[config.mk]
export PLATFORM = sky130hd
export DESIGN_NAME = moving_bar_test_pattern_top
export DESIGN_NICKNAME = d
export VERILOG_FILES = /design/src/hw/rtl/mbtp_pkg.sv /design/src/hw/rtl/mbtp_div_stage.sv /design/src/hw/rtl/mbtp_color.sv /design/src/hw/rtl/moving_bar_test_pattern_top.sv
export VERILOG_INCLUDE_DIRS = /design/src /design/src/hw/rtl
export SDC_FILE = /design/constraint.sdc
export NUM_CORES = 2
export LEC_CHECK = 0
export ABC_AREA = 1
export BUFFER_PORTS_ARGS = -buffer_cell sky130_fd_sc_hd__buf_2
export CAP_MARGIN = 0
export CORE_MARGIN = 4
export CORE_UTILIZATION = 30
export CTS_BUF_LIST = sky130_fd_sc_hd__clkbuf_4 sky130_fd_sc_hd__clkbuf_8
export DETAILED_ROUTE_END_ITERATION = 10
export PLACE_DENSITY_LB_ADDON = 0.05
export RECOVER_POWER = 100
export SYNTH_ARGS = -nofsm -noshare
export SYNTH_HDL_FRONTEND = slang
export SYNTH_HIERARCHICAL = 1
export SYNTH_SLANG_ARGS = --single-unit
export TNS_END_PERCENT = 5
[constraint.sdc]
create_clock -name clk -period 12.8 [get_ports clk]
set_input_delay 1.92 -clock clk [delete_from_list [all_inputs] [get_ports clk]]
set_output_delay 1.92 -clock clk [all_outputs]
set_load 0.02 [all_outputs]
[src/hw/rtl/moving_bar_test_pattern_top_macros.svh]
// Assertion macros shared by the moving bar test pattern RTL.
`ifndef MOVING_BAR_TEST_PATTERN_TOP_MACROS_SVH
`define MOVING_BAR_TEST_PATTERN_TOP_MACROS_SVH
`ifndef SYNTH
`define MBTP_ASSERT(lbl, clk, rst_n, prop, msg) \
	lbl: assert property (@(posedge clk) disable iff (!rst_n) (prop)) else $error(msg);
`define MBTP_ASSERT_NEXT(lbl, clk, rst_n, pre, post, msg) \
	lbl: assert property (@(posedge clk) disable iff (!rst_n) (pre) |=> (post)) \
		else $error(msg);
`else
`define MBTP_ASSERT(lbl, clk, rst_n, prop, msg)
`define MBTP_ASSERT_NEXT(lbl, clk, rst_n, pre, post, msg)
`endif
`endif

[src/hw/rtl/mbtp_pkg.sv]
// Types, constants and helpers of the moving bar test pattern.
`default_nettype none
package mbtp_pkg;

	localparam int CFG_BITS        = 13;
	localparam int FRAME_BITS      = 32;
	localparam int COORD_BITS      = 12;
	localparam int COLOR_BITS      = 24;
	localparam int BAR_BITS        = CFG_BITS - 3;
	localparam int BAR_IDX_BITS    = 3;
	localparam int STEPS_PER_STAGE = 4;
	localparam int DIV_STAGES      = (FRAME_BITS + STEPS_PER_STAGE - 1) / STEPS_PER_STAGE;
	localparam int IN_BITS         = FRAME_BITS + 2 * COORD_BITS;

	localparam logic [0:0] REG_FRAME_WIDTH  = 1'b0;
	localparam logic [0:0] REG_FRAME_HEIGHT = 1'b1;

	localparam logic [CFG_BITS-1:0] WIDTH_RESET  = 13'd1920;
	localparam logic [CFG_BITS-1:0] HEIGHT_RESET = 13'd1080;

	localparam logic [CFG_BITS:0] MARKER_WIDTH = 14'd8;
	localparam logic [CFG_BITS:0] BAND_HEIGHT  = 14'd6;

	localparam logic [COLOR_BITS-1:0] MARKER_COLOR = 24'hff8000;
	localparam logic [COLOR_BITS-1:0] BLANK_COLOR  = 24'h000000;

	localparam logic [COLOR_BITS-1:0] BAR_COLORS [8] = '{
		24'hffffff, 24'hffff00, 24'h00ffff, 24'h00ff00,
		24'hff00ff, 24'hff0000, 24'h0000ff, 24'h000000
	};

	typedef struct packed {
		logic [CFG_BITS-1:0] w;
		logic [CFG_BITS-1:0] h;
		logic [BAR_BITS-1:0] bar;
	} divisors_t;

	typedef struct packed {
		logic [FRAME_BITS-1:0] frame;
		logic [COORD_BITS-1:0] x;
		logic [COORD_BITS-1:0] y;
		logic [CFG_BITS-1:0]   rem_w;
		logic [CFG_BITS-1:0]   rem_h;
		logic [BAR_BITS-1:0]   rem_x;
		logic [COORD_BITS-1:0] quot_x;
	} div_data_t;

	function automatic logic [CFG_BITS-1:0] mod_step(
		input logic [CFG_BITS-1:0] r,
		input logic                b,
		input logic [CFG_BITS-1:0] d
	);
		logic [CFG_BITS:0] t;
		t = {r, b};
		if (t >= {1'b0, d}) begin
			t = t - {1'b0, d};
		end
		return t[CFG_BITS-1:0];
	endfunction

endpackage
`default_nettype wire

[src/hw/rtl/mbtp_div_stage.sv]
// One pipeline stage of restoring remainder and quotient steps.
`default_nettype none
module mbtp_div_stage #(
	parameter int FIRST_STEP = 0
) (
	input  wire                  clk,
	input  wire                  arst_n,
	input  mbtp_pkg::divisors_t  div,
	input  wire                  in_valid,
	output logic                 in_ready,
	input  mbtp_pkg::div_data_t  in_data,
	output logic                 out_valid,
	input  wire                  out_ready,
	output mbtp_pkg::div_data_t  out_data
);

	logic                valid_s1;
	mbtp_pkg::div_data_t data_s1;
	mbtp_pkg::div_data_t next_data;

	always_comb begin
		logic [mbtp_pkg::BAR_BITS:0] tx;
		int k;
		next_data = in_data;
		tx = '0;
		k = 0;
		for (int j = 0; j < mbtp_pkg::STEPS_PER_STAGE; j++) begin
			k = FIRST_STEP + j;
			if (k < mbtp_pkg::FRAME_BITS) begin
				next_data.rem_w = mbtp_pkg::mod_step(next_data.rem_w,
					in_data.frame[mbtp_pkg::FRAME_BITS-1-k], div.w);
				next_data.rem_h = mbtp_pkg::mod_step(next_data.rem_h,
					in_data.frame[mbtp_pkg::FRAME_BITS-1-k], div.h);
			end
			if (k < mbtp_pkg::COORD_BITS) begin
				tx = {next_data.rem_x, in_data.x[mbtp_pkg::COORD_BITS-1-k]};
				if (tx >= {1'b0, div.bar}) begin
					tx = tx - {1'b0, div.bar};
					next_data.quot_x = {next_data.quot_x[mbtp_pkg::COORD_BITS-2:0], 1'b1};
				end else begin
					next_data.quot_x = {next_data.quot_x[mbtp_pkg::COORD_BITS-2:0], 1'b0};
				end
				next_data.rem_x = tx[mbtp_pkg::BAR_BITS-1:0];
			end
		end
	end

	assign in_ready  = !valid_s1 || out_ready;
	assign out_valid = valid_s1;
	assign out_data  = data_s1;

	always_ff @(posedge clk or negedge arst_n) begin
		if (!arst_n) begin
			valid_s1 <= 1'b0;
		end else if (in_ready) begin
			valid_s1 <= in_valid;
		end
	end

	always_ff @(posedge clk) begin
		if (in_valid && in_ready) begin
			data_s1 <= next_data;
		end
	end

endmodule
`default_nettype wire

[src/hw/rtl/mbtp_color.sv]
// Remainder scaling, marker and band window tests and color selection.
`default_nettype none
module mbtp_color (
	input  wire                              clk,
	input  wire                              arst_n,
	input  mbtp_pkg::divisors_t              div,
	input  wire                              blank,
	input  wire                              in_valid,
	output logic                             in_ready,
	input  mbtp_pkg::div_data_t              in_data,
	output logic                             out_valid,
	input  wire                              out_ready,
	output logic [mbtp_pkg::COLOR_BITS-1:0]  out_color
);

	logic                                valid_s1;
	logic [mbtp_pkg::COORD_BITS-1:0]     x_s1;
	logic [mbtp_pkg::COORD_BITS-1:0]     y_s1;
	logic [mbtp_pkg::CFG_BITS-1:0]       marker_s1;
	logic [mbtp_pkg::CFG_BITS-1:0]       band_s1;
	logic [mbtp_pkg::BAR_IDX_BITS-1:0]   bar_s1;
	logic                                valid_s2;
	logic [mbtp_pkg::COLOR_BITS-1:0]     color_s2;
	logic                                ready_s2;

	logic [mbtp_pkg::CFG_BITS-1:0]       marker_col;
	logic [mbtp_pkg::CFG_BITS-1:0]       band_y;
	logic [mbtp_pkg::CFG_BITS:0]         band_sum;
	logic [mbtp_pkg::CFG_BITS-1:0]       band_dbl;
	logic [mbtp_pkg::COLOR_BITS-1:0]     color;

	function automatic logic in_window(
		input logic [mbtp_pkg::COORD_BITS-1:0] pos,
		input logic [mbtp_pkg::CFG_BITS-1:0]   start,
		input logic [mbtp_pkg::CFG_BITS:0]     len,
		input logic [mbtp_pkg::CFG_BITS-1:0]   limit
	);
		logic [mbtp_pkg::CFG_BITS:0] p;
		logic [mbtp_pkg::CFG_BITS:0] e;
		p = {2'b00, pos};
		e = {1'b0, start} + len;
		return (p >= {1'b0, start} && p < e) ||
			(e > {1'b0, limit} && p < e - {1'b0, limit});
	endfunction

	always_comb begin
		marker_col = mbtp_pkg::mod_step(mbtp_pkg::mod_step(in_data.rem_w, 1'b0, div.w),
			1'b0, div.w);
		band_dbl = mbtp_pkg::mod_step(in_data.rem_h, 1'b0, div.h);
		band_sum = {1'b0, band_dbl} + {1'b0, in_data.rem_h};
		if (band_sum >= {1'b0, div.h}) begin
			band_sum = band_sum - {1'b0, div.h};
		end
		band_y = band_sum[mbtp_pkg::CFG_BITS-1:0];
	end

	always_comb begin
		color = mbtp_pkg::BAR_COLORS[bar_s1];
		if (in_window(x_s1, marker_s1, mbtp_pkg::MARKER_WIDTH, div.w)) begin
			color = mbtp_pkg::MARKER_COLOR;
		end
		if (in_window(y_s1, band_s1, mbtp_pkg::BAND_HEIGHT, div.h)) begin
			color = ~color;
		end
		if (blank) begin
			color = mbtp_pkg::BLANK_COLOR;
		end
	end

	assign ready_s2  = !valid_s2 || out_ready;
	assign in_ready  = !valid_s1 || ready_s2;
	assign out_valid = valid_s2;
	assign out_color = color_s2;

	always_ff @(posedge clk or negedge arst_n) begin
		if (!arst_n) begin
			valid_s1 <= 1'b0;
			valid_s2 <= 1'b0;
		end else begin
			if (in_ready) begin
				valid_s1 <= in_valid;
			end
			if (ready_s2) begin
				valid_s2 <= valid_s1;
			end
		end
	end

	always_ff @(posedge clk) begin
		if (in_valid && in_ready) begin
			x_s1      <= in_data.x;
			y_s1      <= in_data.y;
			marker_s1 <= marker_col;
			band_s1   <= band_y;
			bar_s1    <= (div.bar != '0) ? in_data.quot_x[mbtp_pkg::BAR_IDX_BITS-1:0] : '0;
		end
		if (valid_s1 && ready_s2) begin
			color_s2 <= color;
		end
	end

endmodule
`default_nettype wire

[src/hw/rtl/moving_bar_test_pattern_top.sv]
// Top level of the moving color bar test pattern generator.
// Takes one pixel transaction (frame number, x, y) per clock unless stalled by
// backpressure and returns its 24-bit 0xRRGGBB color. Divider stages run the 32
// restoring remainder steps on the frame number (four per stage), followed by a
// wrap stage and a color stage. Backpressure stalls each stage only when it is
// full. frame_width and frame_height are written through cfg_wr_en/cfg_index/
// cfg_data; the user must write them only while no pixel is in flight, as the
// block does not enforce it. Values above MAX_WIDTH/MAX_HEIGHT are clamped.
`default_nettype none
`include "moving_bar_test_pattern_top_macros.svh"
module moving_bar_test_pattern_top #(
	parameter int MAX_WIDTH  = 4096,
	parameter int MAX_HEIGHT = 4096
) (
	input  wire                              clk,
	input  wire                              arst_n,
	input  wire                              cfg_wr_en,
	input  wire  [0:0]                       cfg_index,
	input  wire  [mbtp_pkg::CFG_BITS-1:0]    cfg_data,
	input  wire                              s_tvalid,
	output logic                             s_tready,
	// frame_number[31:0], pixel_x[43:32], pixel_y[55:44]
	input  wire  [mbtp_pkg::IN_BITS-1:0]     s_tdata,
	output logic                             m_tvalid,
	input  wire                              m_tready,
	// pixel_color[23:0]
	output logic [mbtp_pkg::COLOR_BITS-1:0]  m_tdata
);

	localparam int CFG_MAX = (1 << mbtp_pkg::CFG_BITS) - 1;
	localparam logic [mbtp_pkg::CFG_BITS-1:0] WIDTH_CAP =
		(MAX_WIDTH > CFG_MAX) ? '1 : mbtp_pkg::CFG_BITS'(MAX_WIDTH);
	localparam logic [mbtp_pkg::CFG_BITS-1:0] HEIGHT_CAP =
		(MAX_HEIGHT > CFG_MAX) ? '1 : mbtp_pkg::CFG_BITS'(MAX_HEIGHT);

	logic [mbtp_pkg::CFG_BITS-1:0] frame_width_q;
	logic [mbtp_pkg::CFG_BITS-1:0] frame_height_q;
	mbtp_pkg::divisors_t           div;
	logic                          blank;

	logic                stage_valid [mbtp_pkg::DIV_STAGES+1];
	logic                stage_ready [mbtp_pkg::DIV_STAGES+1];
	mbtp_pkg::div_data_t stage_data  [mbtp_pkg::DIV_STAGES+1];

	always_ff @(posedge clk or negedge arst_n) begin
		if (!arst_n) begin
			frame_width_q  <= mbtp_pkg::WIDTH_RESET;
			frame_height_q <= mbtp_pkg::HEIGHT_RESET;
		end else if (cfg_wr_en) begin
			case (cfg_index)
				mbtp_pkg::REG_FRAME_WIDTH:  frame_width_q  <= cfg_data;
				mbtp_pkg::REG_FRAME_HEIGHT: frame_height_q <= cfg_data;
				default: ;
			endcase
		end
	end

	always_comb begin
		div.w   = (frame_width_q > WIDTH_CAP) ? WIDTH_CAP : frame_width_q;
		div.h   = (frame_height_q > HEIGHT_CAP) ? HEIGHT_CAP : frame_height_q;
		div.bar = div.w[mbtp_pkg::CFG_BITS-1:3];
		blank   = (div.w == '0) || (div.h == '0);
	end

	assign stage_valid[0] = s_tvalid;
	assign stage_data[0]  = '{
		frame:   s_tdata[mbtp_pkg::FRAME_BITS-1:0],
		x:       s_tdata[mbtp_pkg::FRAME_BITS +: mbtp_pkg::COORD_BITS],
		y:       s_tdata[mbtp_pkg::FRAME_BITS + mbtp_pkg::COORD_BITS +: mbtp_pkg::COORD_BITS],
		default: '0
	};

	assign s_tready = stage_ready[0];

	for (genvar i = 0; i < mbtp_pkg::DIV_STAGES; i++) begin : g_div
		mbtp_div_stage #(
			.FIRST_STEP (i * mbtp_pkg::STEPS_PER_STAGE)
		) u_stage (
			.clk       (clk),
			.arst_n    (arst_n),
			.div       (div),
			.in_valid  (stage_valid[i]),
			.in_ready  (stage_ready[i]),
			.in_data   (stage_data[i]),
			.out_valid (stage_valid[i+1]),
			.out_ready (stage_ready[i+1]),
			.out_data  (stage_data[i+1])
		);
	end

	mbtp_color u_color (
		.clk       (clk),
		.arst_n    (arst_n),
		.div       (div),
		.blank     (blank),
		.in_valid  (stage_valid[mbtp_pkg::DIV_STAGES]),
		.in_ready  (stage_ready[mbtp_pkg::DIV_STAGES]),
		.in_data   (stage_data[mbtp_pkg::DIV_STAGES]),
		.out_valid (m_tvalid),
		.out_ready (m_tready),
		.out_color (m_tdata)
	);

	`MBTP_ASSERT(a_blank_black, clk, arst_n,
		(m_tvalid && (frame_width_q == '0 || frame_height_q == '0)) |->
		(m_tdata == mbtp_pkg::BLANK_COLOR), "empty frame gave a non-black pixel")
	`MBTP_ASSERT(a_ready_when_empty, clk, arst_n, !stage_valid[1] |-> s_tready,
		"input stalled with first stage empty")
	`MBTP_ASSERT_NEXT(a_accept_loads, clk, arst_n, s_tvalid && s_tready, stage_valid[1],
		"accepted transaction not captured")

endmodule
`default_nettype wire
==> out/metrics.csv <==
metric,value,unit
Die Ht,547,um
Num CTS Buffers,143,
DR pass1 iterations,6,
Die Wd,547,um
worst-path cell with the longest stage delay,nor2_1,
Critical Path Start Type,register,
Yosys Warn Count,6,
area grow syn2layout,8.51,%
WS Path Type,reg -> reg,
Mapped Area,0.0872,mm^2
num ports,101,
wire length per cell,18.5,um
clk sink count,643,
Worst-Skew Late Latency,0.92,ns
Clock transition at path regs,0.06,ns
vias in the first global route,79700,
Final Skew,0.0923,ns
first-pass GRT wire length,471000,um
initial antenna violation count,12,
Vias/cell,4.87,
HPWL after DPL,252000,um
violations in the final reports,"max-capacitance violations, max-slew violations",
DRC Markers,0,
Initial Util,30.2,%
min Tclk post-route,11.87,ns
worst rel slew slack,-172,%
unrepaired setup endpoints after global routing,no,
Detailed Route Iter0 Violations,4542,
Final Max Tran Viols,667,
largest net degree at the start of global routing,51,
nets@finish,13900,
FP Rows,197,
total global routing overflow,0,
Filler cells,31500,
mean post-synth cell area,7.00,um^2
Crit path top cell by count,nand2_1,
Max Freq,0.0843,GHz
Critical Path AT,12.64,ns
CTS tree,done,
layout cells sized above 1,6.74,%
total wire length,307000,um
Synth Instances,12500,
"Hold Violations, Final",0,
worst-margin pin slew,4.09,ns
Setup WS post-layout,0.932,ns
final setup fails,0,
Place WS,0.989,ns
via count,81100,
"antenna viol nets, final",0,
CP Max Fanout,16,
Setup TNS,0,ns
Core Area,0.289,mm^2
gr usage total,19.9,%
Setup crit end kind,register,
RePlAce Congestion,0.892,
"Data required, critical path",13.57,ns
period utilization,92.7,%
Hold WC Path Type,reg -> reg,
status,finished with violations,
H-tree depth,4,
# Max-Cap Violations,21,
number of port buffers,100,
Root Driver,clkbuf_8,
Max clock buf depth,4,
Worst path max stage delay,1.30,ns
DIE AREA,0.299,mm^2
Fin Hold WS,0.359,ns
[what timing repair did]
| item | 4_1_cts | 5_1_grt |
|---|---|---|
| endpoints found under the setup margin | 0 | 12 |
| gates resized for setup | 0 | 1 |
| buffers inserted | 0 | 0 |
| hold buffers | 0 | 0 |
[sequential cells by signal, indices dropped and copies added, names as in the netlist]
signal                   count
u_color/y_s1                12
u_color/bar_s1               3
u_color/out_valid            1
u_color/marker_s1           13
frame_width_q               13
u_color/x_s1                12
u_color/out_color            4
g_div.u_stage/out_valid      8
u_color/valid_s1             1
frame_height_q              13
u_color/band_s1             13
g_div.u_stage/out_data     550
[worst paths after layout]
kind,startpoint,slack (ns),to,cells after the start
worst max-delay path,frame_width_q[4],0.93,g_div[7].u_stage/out_data[45],51
worst min-delay path,g_div[0].u_stage/out_data[63],0.36,g_div[1].u_stage/out_data[63],0
min in group asynchronous,arst_n,2.20,g_div[1].u_stage/out_valid,2
worst min register to register,g_div[0].u_stage/out_data[63],0.36,g_div[1].u_stage/out_data[63],0
max in group asynchronous,arst_n,8.56,frame_width_q[12],2
worst max register to register,frame_width_q[4],0.93,g_div[7].u_stage/out_data[45],51
[area by class of cell]
cell class                      instances  area [um^2]  area share, %
Inverter                             1762         6620           7.00
Multi-Input combinational cell       9951        60200           63.6
Sequential cell                       643        19100           20.2
Clock inverter                         77          698          0.738
Clock buffer                          174         2220           2.35
Antenna cell                            6         15.0         0.0159
Timing Repair Buffer                  159          855          0.904
Tap cell                             3880         4850           5.13
[critical path, delay by kind of cell, from the launching register on]
family | cells | cell delay [ns]
AND/OR/NAND/NOR | 31 | 5.37
AO/OA/AOI/OAI | 12 | 3.27
adder cells (fa/ha/maj) | 4 | 1.54
buffers and inverters | 4 | 1.15
flip-flops | 1 | 0.40
[cell usage in the layout (no fill, tap or decap), types with 28 or more instances in the layout]
| cell | n |
|---|---|
| clkinv_1 | 30 |
| nand3_4 | 35 |
| nand4_1 | 259 |
| fa_1 | 81 |
| nand3_1 | 731 |
| nand2_2 | 85 |
| conb_1 | 79 |
| nand2_1 | 3740 |
| or2_2 | 54 |
| a21oi_2 | 31 |
| a21oi_1 | 781 |
| nor2_1 | 722 |
| clkbuf_8 | 146 |
| buf_2 | 60 |
| inv_2 | 47 |
| xnor2_1 | 310 |
| o21ai_1 | 95 |
| nor3_1 | 102 |
| inv_1 | 1708 |
| clkbuf_1 | 57 |
| buf_4 | 40 |
| o21a_1 | 29 |
| ha_1 | 1111 |
| clkinv_2 | 29 |
| clkbuf_4 | 28 |
| nand3b_1 | 77 |
| nor2_2 | 36 |
| edfxtp_1 | 607 |
| o21bai_1 | 76 |
| xor2_1 | 437 |
| a31oi_1 | 72 |
| o21ai_2 | 95 |
| a21o_1 | 89 |
| o21ai_0 | 492 |
| nand3_2 | 45 |
| nor2_4 | 38 |
| a21boi_0 | 42 |
[metrics by stage]
stage | area [um^2] | utilization, % | cells
after global placement | 92100 | 31.9 | 16400
after floorplan | 87400 | - | 12500
after CTS | 95000 | 32.9 | 16600
after detailed placement | 92100 | 31.9 | 16400
after global routing | 94600 | 32.8 | 16600
final | 94600 | 32.8 | 16700
[layer usage]
metal | global-route usage (%) | up-vias | part of all wire, %
met5 | 0 | - | 0.0029
met4 | 4.87 | 2 | 2.7
met3 | 1.51 | 324 | 3.1
met2 | 34.5 | 1373 | 47
met1 | 26.6 | 37700 | 47
li1 | - | 41800 | -
Power is not shown: default switching activity piles up to over one toggle a cycle in this logic, so the estimate is an artifact.
